<file path="config.mk">
export PLATFORM = sky130hd
export DESIGN_NAME = flash_sector_write_queue_top
export DESIGN_NICKNAME = d
export VERILOG_FILES = /design/src/design/fswq_pkg.sv /design/src/design/fswq_ctrl.sv /design/src/design/fswq_datapath.sv /design/src/design/flash_sector_write_queue_top.sv
export SDC_FILE = /design/constraint.sdc
export NUM_CORES = 1
export LEC_CHECK = 0
export BUFFER_PORTS_ARGS = -buffer_cell sky130_fd_sc_hd__buf_2
export CORE_MARGIN = 1
export CORE_UTILIZATION = 45
export CTS_BUF_LIST = sky130_fd_sc_hd__clkbuf_8
export CTS_CLUSTER_SIZE = 24
export DETAILED_ROUTE_END_ITERATION = 8
export GPL_TIMING_DRIVEN = 0
export PLACE_DENSITY = 0.66
export SYNTH_ARGS = -nofsm -noshare
export SYNTH_HDL_FRONTEND = slang
export SYNTH_HIERARCHICAL = 1
export SYNTH_SLANG_ARGS = --single-unit
</file>
<file path="constraint.sdc">
create_clock -name clk -period 6.75 [get_ports clk]
set_clock_uncertainty 0.1 [all_clocks]
set_input_delay 1.0125 -clock clk [delete_from_list [all_inputs] [get_ports clk]]
set_output_delay 1.0125 -clock clk [all_outputs]
set_load 0.05 [all_outputs]
</file>
<file path="src/design/fswq_pkg.sv">
package fswq_pkg;

  localparam int QueueDepth   = 8;
  localparam int QueueAddrW   = 3;
  localparam int SlotW        = 3;
  localparam int SlotMaskW    = 8;
  localparam int AddrW        = 32;
  localparam int WordW        = 32;
  localparam int CountW       = 4;
  localparam int MaxSlotsDef  = 8;
  localparam logic [CountW-1:0] SlotCountReset = 4'd7;
  localparam logic [WordW-1:0]  ErasedWord     = 32'hFFFF_FFFF;

  localparam logic [1:0] CMD_SUBMIT  = 2'd0;
  localparam logic [1:0] CMD_TICK    = 2'd1;
  localparam logic [1:0] CMD_COMPARE = 2'd2;

  localparam logic [7:0] JOB_INIT   = 8'd1;
  localparam logic [7:0] JOB_WRITE  = 8'd2;
  localparam logic [7:0] JOB_VERIFY = 8'd3;

  localparam logic [1:0] ST_ACCEPTED   = 2'd0;
  localparam logic [1:0] ST_BUSY       = 2'd1;
  localparam logic [1:0] ST_REJECTED   = 2'd2;
  localparam logic [1:0] ST_NOT_SUBMIT = 2'd3;

  localparam logic [2:0] OP_NONE  = 3'd0;
  localparam logic [2:0] OP_INIT  = 3'd1;
  localparam logic [2:0] OP_READ  = 3'd2;
  localparam logic [2:0] OP_ERASE = 3'd3;
  localparam logic [2:0] OP_WRITE = 3'd4;

  typedef struct packed {
    logic push;
    logic pop;
    logic flags_init;
    logic flags_update;
  } dp_cmd_t;

  typedef struct packed {
    logic queue_empty;
    logic slot_ok;
    logic head_verify;
    logic match_eff;
    logic erased_eff;
  } dp_stat_t;

endpackage

</file>
<file path="src/design/fswq_ctrl.sv">
module fswq_ctrl
  import fswq_pkg::*;
(
  input  logic       clk,
  input  logic       rst,
  input  logic       en,
  input  logic [1:0] command,
  input  logic [7:0] job_code,
  input  logic       spi_busy,
  input  logic       last_word,
  input  dp_stat_t   stat,
  output dp_cmd_t    cmd,
  output logic [1:0] status,
  output logic [2:0] op,
  output logic       done,
  output logic       running_next
);

  localparam logic [1:0] PH_IDLE  = 2'd0;
  localparam logic [1:0] PH_READ  = 2'd1;
  localparam logic [1:0] PH_ERASE = 2'd2;
  localparam logic [1:0] PH_WRITE = 2'd3;

  logic [1:0] phase;
  logic [1:0] phase_next;
  logic       running;

  always_comb begin
    status       = ST_NOT_SUBMIT;
    op           = OP_NONE;
    done         = 1'b0;
    phase_next   = phase;
    running_next = running;
    cmd          = '0;
    if (en) begin
      unique case (command)
        CMD_SUBMIT: begin
          if (spi_busy) begin
            status = ST_BUSY;
          end else if (job_code == JOB_INIT) begin
            if (running) begin
              status = ST_REJECTED;
            end else begin
              status = ST_ACCEPTED;
              op     = OP_INIT;
            end
          end else if (job_code == JOB_WRITE || job_code == JOB_VERIFY) begin
            if (stat.slot_ok) begin
              status       = ST_ACCEPTED;
              cmd.push     = 1'b1;
              running_next = 1'b1;
            end else begin
              status = ST_REJECTED;
            end
          end else begin
            status = ST_REJECTED;
          end
        end
        CMD_TICK: begin
          if (stat.queue_empty) begin
            phase_next   = PH_IDLE;
            running_next = 1'b0;
          end else begin
            running_next = 1'b1;
            unique case (phase)
              PH_IDLE: begin
                if (stat.head_verify) begin
                  op             = OP_READ;
                  phase_next     = PH_READ;
                  cmd.flags_init = 1'b1;
                end else begin
                  op         = OP_WRITE;
                  phase_next = PH_WRITE;
                end
              end
              PH_ERASE: begin
                op         = OP_WRITE;
                phase_next = PH_WRITE;
              end
              PH_WRITE: begin
                cmd.pop    = 1'b1;
                done       = 1'b1;
                phase_next = PH_IDLE;
              end
              default: begin
                // reading: the compare pairs decide the job
              end
            endcase
          end
        end
        CMD_COMPARE: begin
          if (phase == PH_READ && !stat.queue_empty) begin
            cmd.flags_update = 1'b1;
            if (last_word) begin
              cmd.flags_init = 1'b1;
              if (stat.match_eff) begin
                cmd.pop    = 1'b1;
                done       = 1'b1;
                phase_next = PH_IDLE;
              end else if (stat.erased_eff) begin
                op         = OP_WRITE;
                phase_next = PH_WRITE;
              end else begin
                op         = OP_ERASE;
                phase_next = PH_ERASE;
              end
            end
          end
        end
        default: begin
        end
      endcase
    end
  end

  always_ff @(posedge clk) begin
    if (rst) begin
      phase   <= PH_IDLE;
      running <= 1'b0;
    end else begin
      phase   <= phase_next;
      running <= running_next;
    end
  end

endmodule

</file>
<file path="src/design/fswq_datapath.sv">
module fswq_datapath
  import fswq_pkg::*;
#(
  parameter int MAX_SLOTS = MaxSlotsDef
) (
  input  logic                 clk,
  input  logic                 rst,
  input  logic                 cfg_write,
  input  logic [CountW-1:0]    cfg_data,
  input  logic [7:0]           job_code,
  input  logic [SlotW-1:0]     slot_index,
  input  logic [AddrW-1:0]     flash_address,
  input  logic [WordW-1:0]     readback_word,
  input  logic [WordW-1:0]     source_word,
  input  dp_cmd_t              cmd,
  output dp_stat_t             stat,
  output logic [AddrW-1:0]     head_address,
  output logic [SlotW-1:0]     head_slot,
  output logic [SlotMaskW-1:0] free_mask_next
);

  localparam logic [CountW-1:0] MaxSlots = CountW'(MAX_SLOTS);
  localparam logic [CountW-1:0] FullCount = CountW'(QueueDepth);

  logic [CountW-1:0]     slot_count;
  logic [SlotW-1:0]      q_slot [QueueDepth];
  logic [AddrW-1:0]      q_addr [QueueDepth];
  logic                  q_verify [QueueDepth];
  logic [QueueAddrW-1:0] head;
  logic [QueueAddrW-1:0] tail;
  logic [CountW-1:0]     count;
  logic [SlotMaskW-1:0]  slot_busy;
  logic [SlotMaskW-1:0]  slot_busy_next;
  logic                  all_erased;
  logic                  all_match;
  logic [CountW-1:0]     usable;
  logic [SlotMaskW-1:0]  usable_mask;

  assign usable = (slot_count > MaxSlots) ? MaxSlots : slot_count;

  always_comb begin
    for (int n = 0; n < SlotMaskW; n++) begin
      usable_mask[n] = (CountW'(n) < usable);
    end
  end

  assign head_slot    = q_slot[head];
  assign head_address = q_addr[head];

  assign stat.queue_empty = (count == '0);
  assign stat.head_verify = q_verify[head];
  assign stat.slot_ok     = ({1'b0, slot_index} < usable) && !slot_busy[slot_index]
                            && (count < FullCount);
  assign stat.match_eff   = all_match && (readback_word == source_word);
  assign stat.erased_eff  = all_erased && (readback_word == ErasedWord);

  always_comb begin
    slot_busy_next = slot_busy;
    if (cmd.push) begin
      slot_busy_next[slot_index] = 1'b1;
    end else if (cmd.pop) begin
      slot_busy_next[head_slot] = 1'b0;
    end
  end

  assign free_mask_next = usable_mask & ~slot_busy_next;

  always_ff @(posedge clk) begin
    if (rst) begin
      slot_count <= SlotCountReset;
      head       <= '0;
      tail       <= '0;
      count      <= '0;
      slot_busy  <= '0;
      all_erased <= 1'b1;
      all_match  <= 1'b1;
    end else begin
      if (cfg_write) begin
        slot_count <= cfg_data;
      end
      slot_busy <= slot_busy_next;
      if (cmd.push) begin
        tail  <= tail + 1'b1;
        count <= count + 1'b1;
      end else if (cmd.pop) begin
        head  <= head + 1'b1;
        count <= count - 1'b1;
      end
      priority if (cmd.flags_init) begin
        all_erased <= 1'b1;
        all_match  <= 1'b1;
      end else if (cmd.flags_update) begin
        all_erased <= stat.erased_eff;
        all_match  <= stat.match_eff;
      end
    end
  end

  // queue entries: written at the tail, no reset
  always_ff @(posedge clk) begin
    if (cmd.push) begin
      q_slot[tail]   <= slot_index;
      q_addr[tail]   <= flash_address;
      q_verify[tail] <= (job_code == JOB_VERIFY);
    end
  end

endmodule

</file>
<file path="src/design/flash_sector_write_queue_top.sv">
// Channel   Direction  Handshake            Payload
// in        input      in_valid/in_ready    command, job_code, slot_index, flash_address,
//                                           spi_busy, readback_word, source_word, last_word
// out       output     out_valid/out_ready  submit_status, flash_op, op_address, op_slot,
//                                           slot_done, free_slot_mask, engine_running
// cfg       input      cfg_write            cfg_data (slot_count)
//
// Each item is decoded and its result registered in the same cycle: one item per cycle
// while the output register is empty or out_ready is high, limited by the single output register.
// Reset (rst, synchronous) empties the queue, frees all slots and sets slot_count to 7.
// A result waiting on out_ready holds in the output register; a new item is taken in
// the cycle the waiting result transfers.
module flash_sector_write_queue_top
  import fswq_pkg::*;
#(
  parameter int MAX_SLOTS = MaxSlotsDef
) (
  input  logic                 clk,
  input  logic                 rst,
  input  logic                 cfg_write,
  input  logic [CountW-1:0]    cfg_data,
  input  logic                 in_valid,
  output logic                 in_ready,
  input  logic [1:0]           command,
  input  logic [7:0]           job_code,
  input  logic [SlotW-1:0]     slot_index,
  input  logic [AddrW-1:0]     flash_address,
  input  logic                 spi_busy,
  input  logic [WordW-1:0]     readback_word,
  input  logic [WordW-1:0]     source_word,
  input  logic                 last_word,
  output logic                 out_valid,
  input  logic                 out_ready,
  output logic [1:0]           submit_status,
  output logic [2:0]           flash_op,
  output logic [AddrW-1:0]     op_address,
  output logic [SlotW-1:0]     op_slot,
  output logic                 slot_done,
  output logic [SlotMaskW-1:0] free_slot_mask,
  output logic                 engine_running
);

  logic                 take;
  dp_cmd_t              cmd;
  dp_stat_t             stat;
  logic [1:0]           status;
  logic [2:0]           op;
  logic                 done;
  logic                 running_next;
  logic [AddrW-1:0]     head_address;
  logic [SlotW-1:0]     head_slot;
  logic [SlotMaskW-1:0] free_mask_next;
  logic                 op_on_head;

  // take the next item whenever the output register is empty or drains now
  assign in_ready = !out_valid || out_ready;
  assign take     = in_valid && in_ready;

  fswq_ctrl u_ctrl (
    .clk          (clk),
    .rst          (rst),
    .en           (take),
    .command      (command),
    .job_code     (job_code),
    .spi_busy     (spi_busy),
    .last_word    (last_word),
    .stat         (stat),
    .cmd          (cmd),
    .status       (status),
    .op           (op),
    .done         (done),
    .running_next (running_next)
  );

  fswq_datapath #(
    .MAX_SLOTS (MAX_SLOTS)
  ) u_datapath (
    .clk            (clk),
    .rst            (rst),
    .cfg_write      (cfg_write),
    .cfg_data       (cfg_data),
    .job_code       (job_code),
    .slot_index     (slot_index),
    .flash_address  (flash_address),
    .readback_word  (readback_word),
    .source_word    (source_word),
    .cmd            (cmd),
    .stat           (stat),
    .head_address   (head_address),
    .head_slot      (head_slot),
    .free_mask_next (free_mask_next)
  );

  // address and slot go out only with read, erase and write; otherwise drive zero
  assign op_on_head = (op == OP_READ) || (op == OP_ERASE) || (op == OP_WRITE);

  always_ff @(posedge clk) begin
    if (rst) begin
      out_valid <= 1'b0;
    end else if (take) begin
      out_valid <= 1'b1;
    end else if (out_ready) begin
      out_valid <= 1'b0;
    end
  end

  // result payload: load on transfer in, hold while stalled
  always_ff @(posedge clk) begin
    if (take) begin
      submit_status  <= status;
      flash_op       <= op;
      op_address     <= op_on_head ? head_address : '0;
      op_slot        <= op_on_head ? head_slot : '0;
      slot_done      <= done;
      free_slot_mask <= free_mask_next;
      engine_running <= running_next;
    end
  end

endmodule
</file>
==> key figures, run 1 <==
Worst setup path
  – Kind of start point of the critical path: primary input
  – CP max stage cell: sky130_fd_sc_hd__nor3_4
  – Type of the worst setup path: in -> reg
  – Largest fanout of any net on the critical path: 13
  – Type of element capturing the critical path: flop
  – Req. time, crit path: approximately 6.9 ns
  – Reg-to-Reg Start: u_datapath/slot_count[3]
  – Arrival time reported for the critical path endpoint: about 5.2 ns
  – Crit. Startpoint: slot_index[0]
  – Chain of cells forming the critical path: buf_2 > clkbuf_1 > mux4_2 > mux2i_1 > o21ai_0 > nor2_1 > nand2_1 > nor4_1 > buf_1 > nand2b_1 > nor3_4 > buf_16
  – Biggest cell delay along the critical path: around 0.83 ns

Clock tree
  – Clock root cell: sky130_fd_sc_hd__clkbuf_8
  – Post-CTS Setup Bufs: 0
  – Clock Path Buffers: 3
  – Count of clock tree sinks: about 370
  – Number of buffers inserted by hold repair at cts: 0
  – TritonCTS clock tree: done
  – Num CTS Buffers: 57
  – Depth of the CTS H-tree: 2
  – Worst-Skew Late Latency: approximately 0.60 ns
  – Post-CTS clock slew at the launch and capture registers of the worst setup and hold paths: roughly 0.06 ns
  – Cts repair resizes: 0

Synthesis
  – Average instance area after synthesis: roughly 19 um^2
  – Share of synthesized area occupied by flip-flops and latches: a little under three quarters
  – Post-synthesis instance area: between 15,000 and 20,000 um^2
  – Yosys cell types: 60
  – Synth Warn #: 6
  – Yosys reg bits: roughly 370
  – Mapped Cells: slightly above 800
  – Mapped Nets: between 900 and 1,000
  – Synth async-reset ratio: 0%
  – Prevailing post-synth register cell: sky130_fd_sc_hd__edfxtp_1
  – Number of enable-type register cells in the synthesized netlist: between 300 and 400

Cells and area
  – Top library cells by usage in the layout, fill and taps aside: sky130_fd_sc_hd__edfxtp_1 (338), sky130_fd_sc_hd__buf_2 (183), sky130_fd_sc_hd__mux4_2 (72)
  – Total of fill cells in the finished design: ~2,600
  – Count of nets after finishing: around 1,200
  – Final cell count without fillers: 1,543
  – Relative area change from synthesis to final layout: 18.69%
  – Most frequent standard cell in the layout excluding fill and tap cells: sky130_fd_sc_hd__edfxtp_1
  – Fraction of final layout cells with drive strength greater than 1: between 30% and 40%
  – Fin area: 18,010 um^2

Drt
  – Wire length on met1: 14,530 um
  – Detail Route Antenna Nets: 0
  – Final routed wirelength across all metal layers: about 33,000 um
  – Routed met3 length: a little under 2000 um
  – Residual DRC: 0
  – DR WL/cell: 21.22 um
  – Number of detailed-route iterations in the first pass: 5
  – Uppermost layer routed: met5
  – Vias/cell: 5.347
  – Number of DRC markers in iteration 0: 562
  – Met2 Routed Length: 15,670 um
  – Vias: between 8,000 and 9,000

Floorplanning
  – Number of placement rows: 66
  – Chip width: between 150 and 200 um
  – Die outline area: 34,460 um^2
  – Vert. Die Dim: ~190 um
  – Count of pins on the block boundary: 172
  – Core ar.: 32,870 um^2
  – Starting density of the core: ~46%

Hold path
  – Type of the worst min-delay path: reg -> reg
  – Hold_sp: u_datapath/all_match

STA
  – Fin crit share: between 70% and 80%
  – Final number of setup-violating endpoints: 0
  – Final Critical Period: 4.993 ns
  – Unrepaired setup endpoints after global routing: no
  – Final Hold Vio Count: 0
  – Max-slew violation total from the final report: 0
  – Timing-limited maximum frequency: 200.3 MHz
  – Worst Slack Setup Final: ~1.8 ns
  – Summed negative setup slack over all endpoints: 0 ns
  – Actual transition at the worst max-transition pin: approximately 0.96 ns
  – Max-Slew Margin vs Limit: 35.80%
  – Worst Hold Margin: ~0.39 ns

Global route
  – Global-route wire length before repair: between 40,000 and 50,000 um
  – Global route overflow: 0
  – Pin count of the biggest net entering global routing: 58
  – Initial antenna violation count: 5
  – Total global routing track utilization: between 10% and 20%
  – Vias in the first global route: 8,342

Power and ir drop
  – Peak supply drop: about 0.14 mV
  – Reported leakage power: between 6 and 7 nW
  – Total power per unit cell area: ~250 nW/um^2

Flow run
  – Max cap viols: 0

Placement
  – Number of buffers added on ports: ~170
  – Estimated wirelength of the detail-placed design: roughly 21,000 um
  – Placed insts: about 1,400
  – Post-Place Setup Slack: around 1.1 ns
  – Weighted congestion at the end of routability-driven global placement: slightly above 0.8
  – Post-DP Area: roughly 17,000 um^2

Status
  – Result of the run: finished clean
-- sequential cells by signal, indices dropped and copies added (netlist names), 2 cells and up, named ones only --
name	cells
op_address	32
u_datapath/head	3
flash_op	3
op_slot	3
u_datapath/tail	3
u_datapath/count	4
u_datapath/q_verify	8
u_ctrl/phase	2
submit_status	2
u_datapath/q_slot	24
u_datapath/q_addr	256
u_datapath/slot_busy	8
free_slot_mask	8
u_datapath/slot_count	4
-- per-layer routing --
metal	global-route usage, %	up-vias
met1	25.84	4190
met4	6.557	2
met2	31.37	261
met5	0	-
met3	3.561	44
li1	-	3754
-- synth_stat cells (all sizes together), types with 4 or more instances --
cell    number  area (um^2)
a21boi      35        375.4
o21ai        7        35.03
a31oi        5        31.28
dfxtp       31        620.6
xor2        36        315.3
a21oi       14        73.82
clkbuf      14        52.55
mux2i        9        115.1
inv         13        48.80
buf         24        183.9
nand2b      10        62.56
nor4        14        87.58
ha          15        187.7
nor2b       11        68.82
mux4        72         1622
nor2        35        131.4
edfxtp     338        10150
nand4        9        56.30
nand2       20        75.07
nor3        12        60.06
mux2        35        394.1
o22ai        4        37.53
and2         4        25.02
-- critical path, delay by kind of cell --
kind	cells	cell delay, ns
buf+inv	4	1.24
mux	2	0.70
simple gates	5	2.08
compound gates	1	0.12
-- cells by family (layout without fill, tap and decap cells) --
kind of cell             count (synthesis)  after routing  synth area share, %
buffers and inverters                   51            339                1.880
multiplexers                           116            116                14.04
XOR/XNOR                                39             39                2.251
other                                    0              3                    0
adder cells (fa/ha/maj)                 16             16                1.369
AND/OR/NAND/NOR                        131            131                4.511
flip-flops                             369            369                70.98
AO/OA/AOI/OAI                           88             88                4.964
-- worst paths after layout --
check	end	slack, ns	cells past startpoint
worst min-delay path	u_datapath/all_match	0.39	1
worst min register to register	u_datapath/all_match	0.39	1
worst max register to register	u_datapath/q_addr[0][22]	2.10	13
worst max-delay path	u_datapath/q_addr[0][22]	1.76	12
-- report_power, final --
part,switching [mW],internal [mW]
combinational,0.134,0.0590
clock,0.846,0.927
sequential,0.00706,2.51
-- per-stage QoR --
step / util, % / total power [mW]
2_1_floorplan: - / 2.664
3_3_place_gp: 50.48 / 2.754
3_5_place_dp: 51.37 / 2.757
4_1_cts: 54.75 / 4.530
5_1_grt: 54.79 / 4.640
6_report: 54.79 / 4.482
-- cell type report --
cell class	instances	area [um^2]	share of cell area, %
Sequential cell	369	10770	59.81
Buffer	38	236.5	1.313
Inverter	13	48.80	0.2710
Clock buffer	62	853.3	4.738
Antenna cell	3	7.507	0.04169
Tap cell	442	553.0	3.071
Clock inverter	44	256.5	1.424
Multi-Input combinational cell	390	4194	23.29
Timing Repair Buffer	182	1089	6.045
(Power assumes the default switching activity.)
==> run 2, diff against run 1 <==
--- a/config.mk
+++ b/config.mk
@@ -5,6 +5,7 @@
 export SDC_FILE = /design/constraint.sdc
 export NUM_CORES = 1
 export LEC_CHECK = 0
+export ABC_AREA = 1
 export BUFFER_PORTS_ARGS = -buffer_cell sky130_fd_sc_hd__buf_2
 export CORE_MARGIN = 1
 export CORE_UTILIZATION = 45
==> constraint.sdc (replaced) <==
create_clock -name clk -period 4.31 [get_ports clk]
set_clock_uncertainty 0.1 [all_clocks]
set_input_delay 0.6465 -clock clk [delete_from_list [all_inputs] [get_ports clk]]
set_output_delay 0.6465 -clock clk [all_outputs]
set_load 0.05 [all_outputs]
==> run 2 against run 1 <==
  * First-iteration DRC count is 50% higher
  * Die area is 3.9% higher
  * Register-to-register slack worse by 1.7 ns
  * Via count is 37% higher
  * Hold slack worse by 0.22 ns
  * Clock power is 63% higher
  * Combinational power is 66% higher
  * Critical endpoint is now u_datapath/count[3]
  * Area after synthesis is 3.9% higher
  * Sequential cell count stayed put
  * Design area is 4.2% higher
  * Sequential power is 56% higher
==> key figures, run 2 <==
Clock tree
  – Num CTS Buffers: 57 (unchanged)
  – Count of clock tree sinks: 369 (unchanged)
  – Depth of the CTS H-tree: 2 (unchanged)
  – Number of buffers inserted by hold repair at cts: 0 (unchanged)
  – TritonCTS clock tree: done
  – Worst-Skew Late Latency: 0.61 ns (about the same)
  – Clock Path Buffers: 3 (unchanged)
  – Post-CTS clock slew at the launch and capture registers of the worst setup and hold paths: 0.06 ns (about the same)
  – Clock root cell: sky130_fd_sc_hd__clkbuf_8

Worst setup path
  – Type of the worst setup path: reg -> reg
  – Most prevalent standard cell on the critical path: sky130_fd_sc_hd__nor2_1
  – CP max stage cell: sky130_fd_sc_hd__dfxtp_1
  – Req. time, crit path: 4.70 ns (-2.24 ns)
  – Biggest cell delay along the critical path: 0.37 ns (-0.46 ns)
  – Largest fanout of any net on the critical path: 12 (-1)
  – Chain of cells forming the critical path: nor2_1 > inv_1 > or2_2 > nand2_1 > nand2_1 > ha_1 > o21ai_0 > nand2_1 > a21oi_1 > nor2_1 > nor2_1 > nand3_1 > nor2_1 > nand2_1 > inv_2 > inv_1 > clkbuf_2 > ha_1 > a21o_1 > a21oi_1 > or2_2 > a21oi_1 > nor2_1
  – Worst setup slack for register-to-register paths: 0.45 ns (-1.65 ns)
  – Type of element capturing the critical path: flop
  – Arrival time reported for the critical path endpoint: 4.25 ns (-0.93 ns)
  – Kind of start point of the critical path: flop

STA
  – Max-Slew Margin vs Limit: 45.54% (+9.7 points)
  – Summed negative setup slack over all endpoints: 0 ns (unchanged)
  – Fin crit share: 89.62%
  – Unrepaired setup endpoints after global routing: no
  – Actual transition at the worst max-transition pin: 0.8095 ns (-0.1504 ns)
  – Worst Slack Setup Final: 0.4472 ns (-1.310 ns)
  – Timing-limited maximum frequency: around 260 MHz
  – Max-slew violation total from the final report: 0 (unchanged)
  – Final number of setup-violating endpoints: 0 (unchanged)
  – Final Critical Period: 3.863 ns
  – Final Hold Vio Count: 0 (unchanged)

Synthesis
  – Post-synthesis instance area: 15,770 um^2 (+3.9%)
  – Area share of the leading cell type in the synthesized netlist: 64.37% (-2.5 points)
  – Average instance area after synthesis: 11.09 um^2 (-41%)
  – Yosys reg bits: 369 (unchanged)
  – Prevailing post-synth register cell: sky130_fd_sc_hd__edfxtp_1
  – Share of synthesized area occupied by flip-flops and latches: 68.31% (-2.7 points)
  – Cell types with the largest area share after synthesis: sky130_fd_sc_hd__edfxtp_1 (64%), sky130_fd_sc_hd__nor2_1 (8.2%), sky130_fd_sc_hd__o21ai_0 (4.4%)
  – Yosys cell types: 40 (-33%)
  – Cell type contributing the most total cell area after synthesis: sky130_fd_sc_hd__edfxtp_1
  – Mapped Cells: 1,422 (+76%)
  – Synth async-reset ratio: 0% (unchanged)
  – Synth Warn #: 6 (unchanged)
  – Mapped Nets: 1,558 (+65%)
  – Most frequently used cell type in the post-synthesis netlist: sky130_fd_sc_hd__nor2_1
  – Most numerous cell types in the synthesized netlist: sky130_fd_sc_hd__nor2_1 (343), sky130_fd_sc_hd__edfxtp_1 (338), sky130_fd_sc_hd__o21ai_0 (139)
  – Number of enable-type register cells in the synthesized netlist: 338 (unchanged)

Global route
  – Total global routing track utilization: 21.76% (+2.6 points)
  – Initial antenna violation count: 5 (unchanged)
  – Global-route wire length before repair: 59,580 um (+23%)
  – Global-route layer with the greatest usage: met2
  – Pin count of the biggest net entering global routing: 26 (-55%)
  – Global routing usage on met1: 27.61% (+1.8 points)
  – Met2 routing resource usage after global routing: 36.67% (+5.3 points)
  – Global route overflow: 0 (unchanged)
  – GR Layer Usage met3: 4.189% (+0.63 points)
  – Vias in the first global route: 10,920 (+31%)

Cells and area
  – Fraction of final layout cells with drive strength greater than 1: 20.18% (-20 points)
  – Relative area change from synthesis to final layout: 18.97%
  – Largest registers: u_datapath/q_addr: 256 flops, op_address: 32 flops, u_datapath/q_slot: 24 flops
  – End-of-flow core utilization: 54.30% (-0.49 points)
  – Fin area: 18,760 um^2 (+4.2%)
  – Top reg by flops: u_datapath/q_addr
  – Count of nets after finishing: 1,807 (+52%)
  – Top library cells by usage in the layout, fill and taps aside: sky130_fd_sc_hd__edfxtp_1 (338), sky130_fd_sc_hd__nor2_1 (335), sky130_fd_sc_hd__buf_2 (179)
  – Number of flip-flops in the largest register: 256 (unchanged)
  – Most frequent standard cell in the layout excluding fill and tap cells: sky130_fd_sc_hd__edfxtp_1
  – Total of fill cells in the finished design: 2,988 (+14%)

Floorplanning
  – Starting density of the core: 45.65% (-0.52 points)
  – Die outline area: 35,790 um^2 (+3.9%)
  – Vert. Die Dim: 189.2 um (+1.9%)
  – Number of placement rows: 68 (+3.0%)
  – Chip width: 189.2 um (+1.9%)
  – Count of pins on the block boundary: 172 (unchanged)
  – Core ar.: 34,540 um^2 (+5.1%)

Drt
  – Final routed wirelength across all metal layers: 38,980 um (+19%)
  – Vias/cell: 5.201 (-2.7%)
  – Number of detailed-route iterations in the first pass: 5 (unchanged)
  – Vias: 11,270 (+37%)
  – Detail Route Antenna Nets: 0 (unchanged)
  – DR WL/cell: 18.00 um (-15%)
  – Number of DRC markers in iteration 0: 844 (+50%)
  – Residual DRC: 0 (unchanged)

Placement
  – Weighted congestion at the end of routability-driven global placement: 0.8380 (+3.4%)
  – Estimated wirelength of the detail-placed design: 25,920 um (+25%)
  – Post-DP Area: 17,480 um^2 (+3.5%)
  – Post-Place Setup Slack: -0.06627 ns (-1.194 ns)
  – Number of buffers added on ports: 171 (unchanged)

Hold path
  – Type of the worst min-delay path: in -> reg

Power and ir drop
  – Peak supply drop: 0.2121 mV (+48%)
  – Power Total: 7.150 mW (+60%)
  – Reported leakage power: 7.215 nW (+18%)
  – Total power per unit cell area: 381.2 nW/um^2 (+53%)

Status
  – Result of the run: finished clean

Flow run
  – Max cap viols: 0 (unchanged)
[run 2: cell count changes in the layout (fill, tap and decap cells not counted), moves of 16 or more]
cell	delta
sky130_fd_sc_hd__nand2_1	+103
sky130_fd_sc_hd__o22ai_1	+38
sky130_fd_sc_hd__xor2_1	-29
sky130_fd_sc_hd__a21oi_1	+16
sky130_fd_sc_hd__a21boi_2	-30
sky130_fd_sc_hd__a31oi_1	+29
sky130_fd_sc_hd__o21ai_1	+18
sky130_fd_sc_hd__nor2_1	+306
sky130_fd_sc_hd__mux2_2	-35
sky130_fd_sc_hd__clkbuf_1	+17
sky130_fd_sc_hd__nand3_1	+32
sky130_fd_sc_hd__inv_1	+113
sky130_fd_sc_hd__o21ai_0	+134
sky130_fd_sc_hd__mux4_2	-72
[run 2: repair_timing]
| action | 4_1_cts | 5_1_grt |
|---|---|---|
| pin swaps | 3 | 4 |
| gates resized for setup | 0 | 3 |
| setup buffers | 4 | 6 |
| setup endpoints to repair | 58 | 167 |
[run 2: logic make-up (layout without fill, tap and decap cells)]
kind of cell	after synthesis	after routing	synth area share [%]
compound gates	267	267	9.165
flops	369	369	68.31
xor+xnor	14	14	0.7777
buf+inv	199	487	5.682
other cells	0	1	0
fa+ha+maj	16	16	1.317
simple gates	557	557	14.75
[run 2: metrics by stage]
stage / hold slack [ns] / instances
2_1_floorplan: 0.3334 / 1422
3_3_place_gp: 0.3511 / 2048
3_5_place_dp: 0.3620 / 2058
4_1_cts: 0.1317 / 2160
5_1_grt: 0.1698 / 2166
6_report: 0.1720 / 2166
[run 2: critical path: cells and delay by family, from the launching register on]
family / cells / cell delay [ns]
buffers and inverters: 4 / 0.60
flip-flops: 1 / 0.37
AO/OA/AOI/OAI: 5 / 0.51
adder cells (fa/ha/maj): 2 / 0.61
AND/OR/NAND/NOR: 12 / 1.59
[run 2: path summary, 6_finish.rpt]
kind                                  from                        to  cells past startpoint
setup / recovery  u_datapath/slot_count[1]       u_datapath/count[3]                     23
hold / removal                 cfg_data[0]  u_datapath/slot_count[0]                      3
setup reg to reg  u_datapath/slot_count[1]       u_datapath/count[3]                     23
hold reg to reg         u_datapath/head[2]                      flop                      2
[run 2: final cells by class]
class | count | area (um^2) | share of cell area (%)
diodes | 1 | 2.502 | 0.01334
plain buffers | 64 | 390.4 | 2.081
clock buffers | 63 | 867.1 | 4.622
clock inverters | 35 | 261.5 | 1.394
inverters | 134 | 503.0 | 2.681
multi-input cells | 854 | 4173 | 22.25
flip-flops and latches | 369 | 10770 | 57.42
well taps | 455 | 569.3 | 3.035
repair buffers | 191 | 1221 | 6.510
[run 2: power by group]
part	total (mW)	switching, mW	internal (mW)
clock network	2.89	1.32	1.57
logic	0.320	0.223	0.0963
registers	3.94	0.00907	3.93
total	7.15	1.55	5.60
[run 2: layer usage]
metal	up-vias	wire length (um)
met3	80	2850
met2	440	18750
met4	8	1048
li1	5409	-
met1	5328	16290
met5	-	37
==> run 3, diff against run 2 <==
==> constraint.sdc (replaced) <==
create_clock -name clk -period 4.31 [get_ports clk]
set_clock_uncertainty 0.1 [all_clocks]
set_input_delay 0.431 -clock clk [delete_from_list [all_inputs] [get_ports clk]]
set_output_delay 0.431 -clock clk [all_outputs]
set_load 0.05 [all_outputs]
==> run 3 against run 2 <==
  * Utilization increased by 1.1 points
  * Register-to-register slack got worse by 0.02 ns
  * Clock-buffer cell count unchanged
  * Hold slack got worse by 0.13 ns
  * Via count increased by 1.2%
  * Fmax decreased by 0.39%
  * Critical endpoint unchanged
  * Routed wire length increased by 0.55%
  * Clock power about the same
  * Sequential cell count unchanged
  * Global-route usage increased by 0.16 points
  * Critical path type unchanged
  * Die area unchanged
  * Non-clock buffer count increased by 38
==> key figures, run 3 (same netlist as run 2, synthesis figures left out) <==
Flow run
  – Max cap viols: 0 (unchanged)

STA
  – Fin crit share: 89.98% (+0.36 points)
  – Worst Slack Setup Final: 0.4319 ns (-0.01530 ns)
  – Actual transition at the worst max-transition pin: 0.8165 ns (+0.007022 ns)
  – Final Critical Period: 3.878 ns (+0.01530 ns)
  – Unrepaired setup endpoints after global routing: no
  – Timing-limited maximum frequency: 257.9 MHz (-0.39%)
  – Max-slew violation total from the final report: 0 (unchanged)
  – Final number of setup-violating endpoints: 0 (unchanged)
  – Max-Slew Margin vs Limit: 45.07% (-0.47 points)
  – Final Hold Vio Count: 0 (unchanged)
  – Worst Hold Margin: 0.04074 ns (-0.1313 ns)

Power and ir drop
  – Power Total: 7.176 mW (+0.37%)
  – Internal power: 5.619 mW (+0.40%)
  – Reported leakage power: 7.369 nW (+2.1%)
  – Clock share of power: 40.3% (-0.2 points)
  – Net switching fraction of the power: 21.70% (about the same)
  – Peak supply drop: 0.2138 mV (+0.80%)
  – Sequential group share of total power: 54.9% (-0.2 points)
  – Total power per unit cell area: 375.0 nW/um^2 (-1.6%)
  – Portion of total power attributed to combinational logic: 4.8% (+0.3 points)
  – Switch Pwr: 1.557 mW (+0.28%)

Placement
  – Estimated wirelength of the detail-placed design: 25,920 um (unchanged)
  – Number of buffers added on ports: 171 (unchanged)
  – Post-DP Area: 17,480 um^2 (unchanged)
  – Placed insts: 2,058 (unchanged)
  – Post-Place Setup Slack: -0.06627 ns (unchanged)
  – Weighted congestion at the end of routability-driven global placement: 0.8380 (unchanged)

Global route
  – Global route overflow: 0 (unchanged)
  – GR Layer Usage met3: 3.707% (-0.48 points)
  – Pin count of the biggest net entering global routing: 26 (unchanged)
  – Vias in the first global route: 11,070 (+1.4%)
  – Global-route wire length before repair: 60,170 um (+1.0%)
  – Total global routing track utilization: 21.91% (+0.16 points)
  – Global routing usage on met1: 28.03% (+0.42 points)
  – Met2 routing resource usage after global routing: 37.17% (+0.51 points)
  – Global-route layer with the greatest usage: met2
  – Initial antenna violation count: 0 (-5)

Cells and area
  – Fraction of final layout cells with drive strength greater than 1: 19.74% (-0.44 points)
  – Final cell count without fillers: 2,203 (+1.7%)
  – Number of flip-flops in the largest register: 256 (unchanged)
  – Top library cells by usage in the layout, fill and taps aside: sky130_fd_sc_hd__edfxtp_1 (338), sky130_fd_sc_hd__nor2_1 (335), sky130_fd_sc_hd__buf_2 (179)
  – Top reg by flops: u_datapath/q_addr
  – Total of fill cells in the finished design: 2,965 (-0.77%)
  – Most frequent standard cell in the layout excluding fill and tap cells: sky130_fd_sc_hd__edfxtp_1
  – Count of nets after finishing: 1,845 (+2.1%)
  – Largest registers: u_datapath/q_addr: 256 flops, op_address: 32 flops, u_datapath/q_slot: 24 flops
  – Relative area change from synthesis to final layout: 21.36%
  – Fin area: 19,140 um^2 (+2.0%)
  – Number of antenna repair diodes: 0 (-1)

Drt
  – DR WL/cell: 17.79 um (-1.1%)
  – Number of DRC markers in iteration 0: 845 (+0.12%)
  – Residual DRC: 0 (unchanged)
  – Number of detailed-route iterations in the first pass: 5 (unchanged)
  – Final routed wirelength across all metal layers: 39,200 um (+0.55%)
  – Detail Route Antenna Nets: 0 (unchanged)
  – Vias: 11,400 (+1.2%)
  – Vias/cell: 5.173 (-0.54%)

Worst setup path
  – Worst reg-to-reg path cell count: 23 (unchanged)
  – Destination of the worst register-to-register timing path: u_datapath/count[3]
  – Kind of start point of the critical path: flop
  – Req. time, crit path: 4.70 ns (about the same)
  – Worst setup slack for register-to-register paths: 0.43 ns (-0.02 ns)
  – Biggest cell delay along the critical path: 0.37 ns (about the same)
  – Bufs and invs on worst path: 4 (unchanged)
  – Type of element capturing the critical path: flop
  – Crit path max-delay family: simple AND/OR/NAND/NOR gates
  – Largest fanout of any net on the critical path: 12 (unchanged)
  – CP max stage cell: sky130_fd_sc_hd__dfxtp_1
  – Most prevalent standard cell on the critical path: sky130_fd_sc_hd__nor2_1
  – Type of the worst setup path: reg -> reg
  – Chain of cells forming the critical path: nor2_1 > inv_1 > or2_2 > nand2_1 > nand2_1 > ha_1 > o21ai_0 > nand2_1 > a21oi_1 > nor2_1 > nor2_1 > nand3_1 > nor2_1 > nand2_1 > inv_2 > inv_1 > clkbuf_2 > ha_1 > a21o_1 > a21oi_1 > or2_2 > a21oi_1 > nor2_1
  – Reg-to-Reg Start: u_datapath/slot_count[1]
  – Crit. Startpoint: u_datapath/slot_count[1]
  – Arrival time reported for the critical path endpoint: 4.26 ns (about the same)

Clock tree
  – Clock root cell: sky130_fd_sc_hd__clkbuf_8
  – Count of clock tree sinks: 369 (unchanged)
  – Post-CTS clock slew at the launch and capture registers of the worst setup and hold paths: 0.06 ns (about the same)
  – Depth of the CTS H-tree: 2 (unchanged)
  – TritonCTS clock tree: done
  – Clock Path Buffers: 3 (unchanged)
  – Worst-Skew Late Latency: 0.61 ns (about the same)
  – Num CTS Buffers: 57 (unchanged)

Floorplanning
  – Vert. Die Dim: 189.2 um (unchanged)
  – Starting density of the core: 45.65% (unchanged)
  – Chip width: 189.2 um (unchanged)
  – Count of pins on the block boundary: 172 (unchanged)
  – Core ar.: 34,540 um^2 (unchanged)
  – Number of placement rows: 68 (unchanged)
  – Die outline area: 35,790 um^2 (unchanged)

Hold path
  – Type of the worst min-delay path: in -> reg
  – End of the worst hold path: u_datapath/q_addr[6][12]
  – Hold_sp: flash_address[12]
  – Hold path depth: 1 (-2)

Status
  – Result of the run: finished clean
[run 3: cell type report]
class / count / area, um^2 / area share [%]
buffer: 64 / 390.4 / 2.040
clock buffer: 63 / 867.1 / 4.531
clock inverter: 35 / 261.5 / 1.367
inverter: 134 / 503.0 / 2.628
multi-input combinational: 854 / 4173 / 21.81
sequential: 369 / 10770 / 56.28
tap: 455 / 569.3 / 2.975
timing repair buffer: 229 / 1602 / 8.369
[run 3: how the worst max path moves through the flow]
stage | depth (start not counted) | endpoint | slack [ns]
after floorplan | 9 | u_datapath/q_addr[0][0] | -0.40
final | 23 | u_datapath/count[3] | 0.43
after CTS | 20 | u_datapath/q_addr[4][1] | 0.08
after global placement | 11 | u_datapath/q_addr[4][18] | -2.71
after detailed placement | 20 | u_datapath/q_addr[2][18] | -0.07
after global routing | 24 | u_datapath/count[3] | 0.07
[run 3: per-layer routing]
| layer | up-vias | part of all wire (%) |
|---|---|---|
| met2 | 423 | 48 |
| met1 | 5405 | 43 |
| met5 | - | 0 |
| met3 | 84 | 6.5 |
| met4 | 0 | 2.8 |
| li1 | 5484 | - |
[run 3: repair_timing]
item,in CTS,in global routing
setup buffers,4,6
resized for setup,0,3
hold buffers,38,0
pin swaps,3,4
setup endpoints to repair,58,167
endpoints found under the hold margin,246,0
cloned,0,0
[run 3: metrics by stage]
| stage | utilization (%) | TNS (ns) |
|---|---|---|
| finish | 55.40 | 0 |
| global placement | 49.83 | -571.24 |
| detailed placement | 50.60 | -2.452 |
| floorplan | - | -56.89 |
| global route | 55.40 | 0 |
| CTS | 55.17 | 0 |
[run 3: power groups by stage]
stage	logic [mW]	clock network (mW)	registers (mW)
after floorplan	0.0886	0	4.09
after global placement	0.308	0	4.01
after detailed placement	0.319	0	4.01
after CTS	0.348	2.95	3.94
after global routing	0.379	3.10	3.94
final	0.348	2.89	3.94
